`src/rtl/cwg_pkg.sv`:
```
// Shared constants, codes and the sequencer state type of the colour wheel lookup.
// No dependencies; imported by color_wheel_gradient_lookup and the bench files.
package cwg_pkg;

	localparam int PALETTE_DEPTH = 8;
	localparam int PAL_AW        = $clog2(PALETTE_DEPTH);
	localparam int COUNT_W       = $clog2(PALETTE_DEPTH + 1);
	localparam int CH_W          = 12;
	localparam int COL_W         = 3 * CH_W;
	localparam int NUM_CH        = 3;
	localparam int CH_IDX_W      = 2;
	localparam int FRAC_W        = 16;
	localparam int STEPS_W       = 11;
	localparam int STEPS_RESET   = 16;
	localparam int SIZE_W        = COUNT_W + STEPS_W;
	localparam int PROD_W        = FRAC_W + SIZE_W;
	localparam int BLEND_W       = STEPS_W + CH_W;
	localparam int DIV_W         = (SIZE_W > BLEND_W) ? SIZE_W : BLEND_W;
	localparam int DIV_CNT_W     = $clog2(DIV_W);

	localparam logic [1:0] MODE_ADD    = 2'd0;
	localparam logic [1:0] MODE_TURN   = 2'd1;
	localparam logic [1:0] MODE_LOOKUP = 2'd2;

	typedef enum logic [3:0] {
		ST_IDLE,
		ST_SIZE,
		ST_IDX,
		ST_IDX_DIV,
		ST_RD_SRC,
		ST_RD_DST,
		ST_GET_DST,
		ST_MUL,
		ST_CH_DIV,
		ST_ADD,
		ST_DONE
	} cwg_state_t;

endpackage

```
`src/rtl/cwg_ram.sv`:
```
// Generic single write port, single read port RAM with registered read data.
// No dependencies.
module cwg_ram #(
	parameter int WIDTH = 36,
	parameter int DEPTH = 8
) (
	input  logic                     clk,
	input  logic                     we,
	input  logic [$clog2(DEPTH)-1:0] waddr,
	input  logic [WIDTH-1:0]         wdata,
	input  logic [$clog2(DEPTH)-1:0] raddr,
	output logic [WIDTH-1:0]         rdata
);

	logic [WIDTH-1:0] mem_q [DEPTH];

	always_ff @(posedge clk) begin
		if (we) begin
			mem_q[waddr] <= wdata;
		end
		rdata <= mem_q[raddr];
	end

endmodule

```
`src/rtl/color_wheel_gradient_lookup.sv`:
```
// Colour wheel gradient lookup: palette store, wheel position and blend sequencer.
// Depends on cwg_pkg and cwg_ram.
//
// channel   dir  handshake                   payload
// item      in   item_valid / item_stall     mode, red_in, green_in, blue_in, fraction
// result    out  result_valid / result_stall red_out, green_out, blue_out
// config    in   cfg_we (no wait)            cfg_data -> steps between colours
//
// Add, turn and ignored items are handled in the idle state.
// A lookup runs through the single shared shift-subtract divider: one pass for
// index / steps, one per channel.
// An empty palette gives black.
// arst_n clears the count, wheel position and output valid and loads the steps register
// with 16; the palette RAM is not cleared and is only read below the colour count.
// A finished result waits in the output register under result_stall; the next item is
// taken meanwhile, and a second lookup holds in its last state until the register frees.
module color_wheel_gradient_lookup (
	input  logic                         clk,
	input  logic                         arst_n,
	input  logic                         item_valid,
	output logic                         item_stall,
	input  logic [1:0]                   mode,
	input  logic [cwg_pkg::CH_W-1:0]     red_in,
	input  logic [cwg_pkg::CH_W-1:0]     green_in,
	input  logic [cwg_pkg::CH_W-1:0]     blue_in,
	input  logic [cwg_pkg::FRAC_W-1:0]   fraction,
	output logic                         result_valid,
	input  logic                         result_stall,
	output logic [cwg_pkg::CH_W-1:0]     red_out,
	output logic [cwg_pkg::CH_W-1:0]     green_out,
	output logic [cwg_pkg::CH_W-1:0]     blue_out,
	input  logic                         cfg_we,
	input  logic [cwg_pkg::STEPS_W-1:0]  cfg_data
);

	import cwg_pkg::*;

	// control state
	cwg_state_t           state_q, state_d;
	logic [COUNT_W-1:0]   count_q;
	logic [FRAC_W-1:0]    wheel_q;
	logic [STEPS_W-1:0]   steps_cfg_q;
	logic [DIV_CNT_W-1:0] cnt_q;
	logic [CH_IDX_W-1:0]  ch_q;
	logic                 out_valid_q;

	// working registers of one lookup
	logic [FRAC_W-1:0]    pos_q;
	logic [STEPS_W-1:0]   steps_q;
	logic [SIZE_W-1:0]    size_q;
	logic [STEPS_W-1:0]   step_q;
	logic [DIV_W-1:0]     num_q;     // dividend in, quotient out
	logic [STEPS_W-1:0]   rem_q;
	logic [COL_W-1:0]     src_col_q;
	logic [COL_W-1:0]     dst_col_q;
	logic                 neg_q;
	logic [CH_W-1:0]      res_q [NUM_CH];
	logic [CH_W-1:0]      out_red_q, out_green_q, out_blue_q;

	// handshake and sequencer controls
	logic                 item_take;
	logic                 out_load;
	logic                 div_last;
	logic                 pal_we;
	logic [PAL_AW-1:0]    pal_waddr;
	logic [PAL_AW-1:0]    pal_raddr;
	logic [COL_W-1:0]     pal_rdata;

	// datapath
	logic [FRAC_W-1:0]    mul_a;
	logic [SIZE_W-1:0]    mul_b;
	logic [PROD_W-1:0]    mul_p;
	logic [STEPS_W:0]     div_shift;
	logic                 div_ge;
	logic [STEPS_W:0]     div_sub;
	logic [PAL_AW-1:0]    src_idx;
	logic [COUNT_W-1:0]   dst_next;
	logic [PAL_AW-1:0]    dst_idx;
	logic [CH_W-1:0]      src_ch, dst_ch;
	logic [CH_W:0]        diff;
	logic [CH_W-1:0]      diff_mag;
	logic [CH_W-1:0]      blend;

	assign item_take = item_valid && !item_stall;
	assign out_load  = (state_q == ST_DONE) && (!out_valid_q || !result_stall);
	assign div_last  = (cnt_q == DIV_CNT_W'(DIV_W - 1));

	// ---------------- sequencer: next state ----------------
	always_comb begin
		state_d = state_q;
		case (state_q)
			ST_IDLE: begin
				if (item_take && mode == MODE_LOOKUP) begin
					state_d = (count_q == '0) ? ST_DONE : ST_SIZE;
				end
			end
			ST_SIZE:    state_d = ST_IDX;
			ST_IDX:     state_d = ST_IDX_DIV;
			ST_IDX_DIV: state_d = div_last ? ST_RD_SRC : ST_IDX_DIV;
			ST_RD_SRC:  state_d = ST_RD_DST;
			ST_RD_DST:  state_d = ST_GET_DST;
			ST_GET_DST: state_d = ST_MUL;
			ST_MUL:     state_d = ST_CH_DIV;
			ST_CH_DIV:  state_d = div_last ? ST_ADD : ST_CH_DIV;
			ST_ADD:     state_d = (ch_q == CH_IDX_W'(NUM_CH - 1)) ? ST_DONE : ST_MUL;
			ST_DONE:    state_d = out_load ? ST_IDLE : ST_DONE;
			default:    state_d = ST_IDLE;
		endcase
	end

	// ---------------- sequencer: outputs ----------------
	always_comb begin
		item_stall = (state_q != ST_IDLE);
		pal_we     = item_take && (mode == MODE_ADD) && (count_q < COUNT_W'(PALETTE_DEPTH));
		pal_waddr  = count_q[PAL_AW-1:0];
		mul_a      = '0;
		mul_b      = '0;
		pal_raddr  = src_idx;
		case (state_q)
			ST_SIZE: begin
				mul_a = FRAC_W'(count_q);
				mul_b = SIZE_W'(steps_q);
			end
			ST_IDX: begin
				mul_a = pos_q;
				mul_b = size_q;
			end
			ST_MUL: begin
				mul_a = FRAC_W'(step_q);
				mul_b = SIZE_W'(diff_mag);
			end
			ST_RD_DST: pal_raddr = dst_idx;
			default: ;
		endcase
	end

	// ---------------- shared arithmetic ----------------
	assign mul_p = PROD_W'(mul_a) * PROD_W'(mul_b);

	// one restoring step of the divider
	assign div_shift = {rem_q, num_q[DIV_W-1]};
	assign div_ge    = (div_shift >= {1'b0, steps_q});
	assign div_sub   = div_shift - {1'b0, steps_q};

	// quotient of index / steps is the source colour, always below the count
	assign src_idx  = num_q[PAL_AW-1:0];
	assign dst_next = COUNT_W'(src_idx) + COUNT_W'(1);
	assign dst_idx  = (dst_next >= count_q) ? '0 : dst_next[PAL_AW-1:0];

	always_comb begin
		case (ch_q)
			2'd0: begin
				src_ch = src_col_q[3*CH_W-1:2*CH_W];
				dst_ch = dst_col_q[3*CH_W-1:2*CH_W];
			end
			2'd1: begin
				src_ch = src_col_q[2*CH_W-1:CH_W];
				dst_ch = dst_col_q[2*CH_W-1:CH_W];
			end
			default: begin
				src_ch = src_col_q[CH_W-1:0];
				dst_ch = dst_col_q[CH_W-1:0];
			end
		endcase
	end

	// signed difference as sign and magnitude; quotient truncates toward zero
	assign diff     = {1'b0, dst_ch} - {1'b0, src_ch};
	assign diff_mag = diff[CH_W] ? CH_W'(-diff) : diff[CH_W-1:0];
	assign blend    = neg_q ? (src_ch - num_q[CH_W-1:0]) : (src_ch + num_q[CH_W-1:0]);

	// ---------------- palette store ----------------
	cwg_ram #(
		.WIDTH (COL_W),
		.DEPTH (PALETTE_DEPTH)
	) u_palette (
		.clk   (clk),
		.we    (pal_we),
		.waddr (pal_waddr),
		.wdata ({red_in, green_in, blue_in}),
		.raddr (pal_raddr),
		.rdata (pal_rdata)
	);

	// ---------------- control registers ----------------
	always_ff @(posedge clk or negedge arst_n) begin
		if (!arst_n) begin
			state_q     <= ST_IDLE;
			count_q     <= '0;
			wheel_q     <= '0;
			steps_cfg_q <= STEPS_W'(STEPS_RESET);
			cnt_q       <= '0;
			ch_q        <= '0;
			out_valid_q <= 1'b0;
		end else begin
			state_q <= state_d;
			if (cfg_we) begin
				steps_cfg_q <= cfg_data;
			end
			if (pal_we) begin
				count_q <= count_q + COUNT_W'(1);
			end
			if (item_take && mode == MODE_TURN) begin
				wheel_q <= wheel_q + fraction;
			end
			if (state_q == ST_IDX_DIV || state_q == ST_CH_DIV) begin
				cnt_q <= div_last ? '0 : cnt_q + DIV_CNT_W'(1);
			end
			if (state_q == ST_GET_DST) begin
				ch_q <= '0;
			end else if (state_q == ST_ADD) begin
				ch_q <= ch_q + CH_IDX_W'(1);
			end
			if (out_load) begin
				out_valid_q <= 1'b1;
			end else if (!result_stall) begin
				out_valid_q <= 1'b0;
			end
		end
	end

	// ---------------- datapath registers ----------------
	always_ff @(posedge clk) begin
		case (state_q)
			ST_IDLE: begin
				if (item_take && mode == MODE_LOOKUP) begin
					pos_q   <= wheel_q + fraction;
					steps_q <= (steps_cfg_q == '0) ? STEPS_W'(1) : steps_cfg_q;
					for (int i = 0; i < NUM_CH; i++) begin
						res_q[i] <= '0;
					end
				end
			end
			ST_SIZE: size_q <= mul_p[SIZE_W-1:0];
			ST_IDX: begin
				// index is always below size, so no wrap is needed
				num_q <= DIV_W'(mul_p[PROD_W-1:FRAC_W]);
				rem_q <= '0;
			end
			ST_IDX_DIV, ST_CH_DIV: begin
				num_q <= {num_q[DIV_W-2:0], div_ge};
				rem_q <= div_ge ? div_sub[STEPS_W-1:0] : div_shift[STEPS_W-1:0];
			end
			ST_RD_SRC: step_q <= rem_q;
			ST_RD_DST: src_col_q <= pal_rdata;
			ST_GET_DST: dst_col_q <= pal_rdata;
			ST_MUL: begin
				neg_q <= diff[CH_W];
				num_q <= mul_p[DIV_W-1:0];
				rem_q <= '0;
			end
			ST_ADD: res_q[ch_q] <= blend;
			default: ;
		endcase
	end

	// output register: holds a result while the far side stalls
	always_ff @(posedge clk) begin
		if (out_load) begin
			out_red_q   <= res_q[0];
			out_green_q <= res_q[1];
			out_blue_q  <= res_q[2];
		end
	end

	assign result_valid = out_valid_q;
	assign red_out      = out_red_q;
	assign green_out    = out_green_q;
	assign blue_out     = out_blue_q;

endmodule

```
`config.mk`:
```
export PLATFORM = sky130hd
export DESIGN_NAME = color_wheel_gradient_lookup
export DESIGN_NICKNAME = d
export VERILOG_FILES = /design/src/rtl/cwg_pkg.sv /design/src/rtl/cwg_ram.sv /design/src/rtl/color_wheel_gradient_lookup.sv
export SDC_FILE = /design/constraint.sdc
export NUM_CORES = 1
export LEC_CHECK = 0
export BUFFER_PORTS_ARGS = -buffer_cell sky130_fd_sc_hd__buf_2
export CAP_MARGIN = 20
export CORE_UTILIZATION = 68
export CTS_CLUSTER_SIZE = 40
export DETAILED_ROUTE_END_ITERATION = 8
export GPL_TIMING_DRIVEN = 1
export PLACE_DENSITY = 0.95
export SYNTH_ARGS = -nofsm -noshare
export SYNTH_HDL_FRONTEND = slang
export SYNTH_SLANG_ARGS = --single-unit
```
`constraint.sdc`:
```
create_clock -name clk -period 14.7 [get_ports clk]
set_input_delay 1.47 -clock clk [delete_from_list [all_inputs] [get_ports clk]]
set_output_delay 1.47 -clock clk [all_outputs]
set_load 0.02 [all_outputs]
```
Word-level counts from Yosys, hierarchy flattened
Memory sizes are Yosys's and may differ from the RTL's. A register that Yosys moved wholly into a read port is not among the register bits.
Index checks and enable logic that the tools add are counted.
{"block": "totals", "ff_bits": 203, "latch_bits": 0, "mem_bits_rw": 324, "romBits": 0, "out_inout_bits": 38, "mem_count": 2}
{"name": "u_palette.mem_q", "depth": 8, "word_bits": 36, "rd": 1, "rd_ports_with_merged_regs": 1, "write_ports": 1, "line_no": "cwg_ram.sv:15", "rtl": "logic [WIDTH-1:0] mem_q [DEPTH];"}
{"name": "res_q", "depth": 3, "word_bits": 12, "rd": 3, "rd_ports_with_merged_regs": 3, "write_ports": 3, "line_no": "color_wheel_gradient_lookup.sv:57", "rtl": "logic [CH_W-1:0] res_q [NUM_CH];"}
{"block": "classes", "n_addsub": 10, "multipliers": 1, "div": 0, "magnitude_cmp": 3, "eq_ne": 17, "shifts": 0, "mux": 33, "bitwise_logic": 0, "reduce_logical": 24}
{"operator": "case mux 23 bit (3 select lines)", "n": 1}
{"operator": "case mux 12 bit (2 select lines)", "n": 2}
{"operator": "case mux 16 bit (3 select lines)", "n": 1}
{"operator": "case mux 15 bit (3 select lines)", "n": 1}
{"operator": "case mux 4 bit (11 select lines)", "n": 1}
{"operator": "two-way mux 12 bit", "n": 3}
{"operator": "multiplier 16 x 15 -> 31 bit", "n": 1}
{"operator": "case mux 11 bit (2 select lines)", "n": 1}
{"operator": "adder 16 bit", "n": 1}
{"operator": "equality test 4 x 3 -> 1 bit (second input constant)", "n": 4}
{"operator": "two-way mux 4 bit", "n": 4}
{"operator": "subtractor 12 x 12 -> 13 bit", "n": 1}
{"operator": "adder 12 bit", "n": 1}
{"operator": "equality test 4 bit (second input constant)", "n": 3}
{"operator": "greater-or-equal comparator 12 x 11 -> 1 bit", "n": 1}
{"operator": "negator 12 bit", "n": 1}
{"operator": "OR reduction 12 bit", "n": 1}
{"operator": "subtractor 12 bit", "n": 1}
{"operator": "zero test 11 bit", "n": 1}
{"operator": "two-way mux 1 bit", "n": 11}
{"operator": "two-way mux 11 bit", "n": 1}
{"operator": "subtractor 11 bit", "n": 1}
{"operator": "two-way mux 3 bit", "n": 3}
{"operator": "equality test 4 x 2 -> 1 bit (second input constant)", "n": 2}
{"operator": "other kinds (24)", "n": 40}

Longest topological paths before layout
{"block": "logic_depth", "word_depth": 8, "ltp_mapped": 42, "ltp_nobuf": 37}

Hierarchy
A second synthesis with hierarchy kept.
{"block": "hier_totals", "cells_unflattened": 2447, "hier_area_um2": 33019.2}
{"module": "color_wheel_gradient_lookup", "n_inst": 1, "cells_each": 1982, "area_each_um2": 21156.5}
{"module": "cwg_ram", "n_inst": 1, "cells_each": 465, "area_each_um2": 11862.6}

Least setup slack after synthesis
Ideal clock, no wire load.
{"block": "synth_timing", "path_type": "flip-flop to flip-flop", "start": "register ch_q[0]", "end": "register num_q[11] (data pin)", "arrival_ns": 9.605, "required_ns": 14.433, "setup_slack_ns": 4.828, "stages_incl_launch_ff": 41, "path_cell_list": "dfrtp_1 -> inv_1 -> ha_1 -> buf_2 -> nor2_1 -> clkbuf_1 -> clkbuf_1 -> a21oi_1 -> ha_1 -> fa_1 -> nor2b_1 -> o211a_1 -> and3_1 -> a2111oi_4 -> o31ai_2 -> inv_1 -> buf_2 -> nor2_1 -> (+5 left out) -> fa_1 -> inv_1 -> fa_1 -> fa_1 -> fa_1 -> inv_1 -> fa_1 -> inv_1 -> ha_1 -> and3_1 -> and4_1 -> o211ai_1 -> o211ai_1 -> a2111oi_0 -> o21ai_0 -> a21oi_1 -> xor2_1 -> o21ai_0"}
{"block": "synth_between", "elab_chain_cells": 8}
{"element": "start, declared", "line_no": "color_wheel_gradient_lookup.sv:44", "rtl": "logic [CH_IDX_W-1:0] ch_q;"}
{"element": "start signal, assigned", "line_no": "color_wheel_gradient_lookup.sv:212", "rtl": "ch_q <= ch_q + CH_IDX_W'(1);"}
{"element": "equality test 2 x 1 -> 1 bit / zero test 2 bit (equally long branches)", "line_no": "color_wheel_gradient_lookup.sv:151", "rtl": "case (ch_q)"}
{"element": "case mux 12 bit (2 select lines)", "line_no": "color_wheel_gradient_lookup.sv:151"}
{"element": "subtractor 12 x 12 -> 13 bit (*)", "line_no": "color_wheel_gradient_lookup.sv:168", "rtl": "assign diff = {1'b0, dst_ch} - {1'b0, src_ch};"}
{"element": "negator 12 bit", "line_no": "color_wheel_gradient_lookup.sv:169", "rtl": "assign diff_mag = diff[CH_W] ? CH_W'(-diff) : diff[CH_W-1:0];"}
{"element": "two-way mux 12 bit (*)", "line_no": "color_wheel_gradient_lookup.sv:169"}
{"element": "case mux 15 bit (3 select lines) (*)", "line_no": "color_wheel_gradient_lookup.sv:119", "rtl": "case (state_q)"}
{"element": "multiplier 16 x 15 -> 31 bit (*)", "line_no": "color_wheel_gradient_lookup.sv:138", "rtl": "assign mul_p = PROD_W'(mul_a) * PROD_W'(mul_b);"}
{"element": "case mux 23 bit (3 select lines) (*)", "line_no": "color_wheel_gradient_lookup.sv:224", "rtl": "case (state_q)"}
{"element": "end signal, assigned", "line_no": "color_wheel_gradient_lookup.sv:237", "rtl": "num_q <= DIV_W'(mul_p[PROD_W-1:FRAC_W]);"}
{"element": "end signal, assigned", "line_no": "color_wheel_gradient_lookup.sv:241", "rtl": "num_q <= {num_q[DIV_W-2:0], div_ge};"}
{"element": "end signal, assigned", "line_no": "color_wheel_gradient_lookup.sv:249", "rtl": "num_q <= mul_p[DIV_W-1:0];"}
{"element": "end, declared", "line_no": "color_wheel_gradient_lookup.sv:52", "rtl": "logic [DIV_W-1:0] num_q;"}
Every way passes the cells marked *; elsewhere a longest branch is shown, timed or not.
A chain may end at the register's enable or synchronous reset.

Worst setup path in the final report
{"block": "layout_timing", "start": "register ch_q[1]", "end": "register num_q[12] (data pin)"}
The elaborated chain is that of the path after synthesis.

==> impl_metrics.ini <==
[clock_tree]
cts_tree = yes
clock-sinks = 599
htree_levels = 2
insertion_delay_ns = 0.68
clk_path_buf_depth = 3
postCtsResizedCells = 0
root_buffer = clkbuf_16
cts_buffers = 58
cts_setup_buffers = 0
path_clk_slew_ns = 0.07
hold_buffers = 0

[critical_path]
crit_top_cell = inv_1
crit_family = adder cells
critical_path_class = reg2reg
slowest_stage = ha_1
worstPathMaxFanout = 31
critPathArrivalTime_ns = 12.58
cp.required_ns = 15.07
cpPeakStageDelay_ns = 0.92
start_kind = flop
critical_path_buf_inv_count = 9
critPathCaptureType = flop

[floorplanning]
die_area_mm2 = 0.0503
row_count = 81
die_x_um = 224
start_util_pct = 68.8
io_pins = 108
core_area_mm2 = 0.0488
die_h_um = 224

[timing]
whs_ns = 0.411
max-slew-margin-rel_pct = 18.8
max_freq_mhz = 81.9
setup_viol = 0
finalSetupTns_ns = 0
rsz0062_at_grt = false
maxSlewViolCount = 0
final.period_utilization_pct = 83.1
worst_slew_pin_slew_ns = 1.21
clock_skew_ns = 0.0815
period_needed_ns = 12.21
finalHoldViolCount = 0

[yosys]
synth.avg_cell_area_um2 = 11.1
async_flop_share_pct = 7.18
synth_flop_cell = edfxtp_1
synth_seq_cells = 599
yosys.area.top_type = edfxtp_1
syn-num-nets = 3440
synth-seq-area-share_pct = 51.8
synthCells = 3031
synth_warnings = 0
synth_cell_type_count = 75
synth.top_cell.area_share_pct = 46.5
synth_area_mm2 = 0.0336
synth_edf_count = 520
yosys-top-cells-area = edfxtp_1, fa_1, nand2_1

[pwr]
ir_worst_vdd_mv = 0.148
power.leakage_uw = 0.0151
p_per_area_mw_per_mm2 = 190

[route]
wirelength_mm = 96.1
firstDrtPassIters = 9
drtIter0Drc = 4027
ant_nets = 0
wl_per_cell_um = 25.3
via_per_inst = 6.68
drc = 0
via_count = 25422

[layout]
layout_commonest_cell = nand2_1
nets = 3498
area_growth_pct = 10.1
drive_above_1_share_pct = 9.81
final_cell_area_mm2 = 0.0370
finalCoreUtilization_pct = 75.7
fin_cells = 3805
layout_common_cells = nand2_1, edfxtp_1, inv_1

[place]
place_area_mm2 = 0.0348
dp_hpwl_mm = 60.2
gp_congestion = 1.00
dpl.cell_count = 3687
port-buffer-count = 107

[min_path]
hold_class = reg2reg

[grt]
grt_usage_pct = 37.9
first_global_vias = 25006
grt_pass1_wl_mm = 143
overflow = 0
grt_max_degree = 109
antenna_found_initial = 3

[outcome]
run_status = complete, no violations

[run]
drv_cap = 0
==> cells in the mapped netlist (all sizes together), types with 32 or more instances <==
master  number
clkbuf     122
dfrtp       42
a21oi       72
o21ai      116
edfxtp     520
xnor2       46
dfxtp       36
inv        254
nor2       151
a22oi       36
nand3      217
nor3        36
nand2      592
and2        45
xor2        32
ha         155
fa         184
a21o        33
==> path summary, 6_finish.rpt <==
path / start / end / slack [ns] / cells past startpoint
min in group asynchronous: arst_n / wheel_q[13] / 0.68 / 1
setup reg to reg: ch_q[1] / num_q[12] / 2.49 / 37
setup / recovery: ch_q[1] / num_q[12] / 2.49 / 37
max in group asynchronous: arst_n / steps_cfg_q[4] / 13.45 / 2
hold reg to reg: res_q[0][10] / red_out[10] / 0.41 / 0
hold / removal: res_q[0][10] / red_out[10] / 0.41 / 0
==> worst register-to-register path, delay by kind of cell (launching register included) <==
kind | cells | cell delay [ns]
AO/OA/AOI/OAI | 14 | 4.51
buffers and inverters | 9 | 1.50
XOR/XNOR | 2 | 0.34
adder cells (fa/ha/maj) | 9 | 4.65
AND/OR/NAND/NOR | 3 | 0.46
flip-flops | 1 | 0.43
==> layer usage <==
| layer | part of all wire (%) | vias up | GRT usage [%] |
|---|---|---|---|
| met5 | 0.058 | - | 0 |
| met4 | 5.3 | 8 | 18.4 |
| met3 | 13 | 453 | 7.49 |
| met2 | 46 | 2282 | 59.9 |
| met1 | 35 | 12072 | 50.9 |
| li1 | - | 10607 | - |
==> final cells by class <==
cell class              count  area, um2
diodes                      2       5.00
multi-input cells        2031      14800
flip-flops and latches    599      17400
clock inverters            37        460
clock buffers              73       1620
well taps                 664        831
repair buffers            145        910
inverters                 254        953
fillers                  2862      11900
==> where the power goes <==
part / switching [uW] / internal, uW
Clock: 708 / 920
Sequential: 167 / 2100
Combinational: 2110 / 1020
Total: 2990 / 4040
==> metrics by stage <==
stage	total power, uW	worst slack [ns]
2_1_floorplan	4280	4.83
3_3_place_gp	5020	2.97
3_5_place_dp	5160	2.98
4_1_cts	6840	2.83
5_1_grt	7310	2.10
6_report	7020	2.49
==> sequential cells by signal, indices dropped and copies added (netlist names), 5 cells and up <==
signal	cells
blue_out	12
cnt_q	5
dst_col_q	36
green_out	12
num_q	23
pos_q	16
red_out	12
rem_q	11
res_q	36
size_q	15
src_col_q	36
step_q	11
steps_cfg_q	11
steps_q	11
u_palette.mem_q	288
u_palette.rdata	36
wheel_q	16
==> logic make-up after synthesis <==
family	synth area share, %
buf+inv	4.54
mux	1.45
compound gates	8.12
fa+ha+maj	16.8
simple gates	15.3
flops	51.8
xor+xnor	2.03
(Power assumes the default switching activity.)
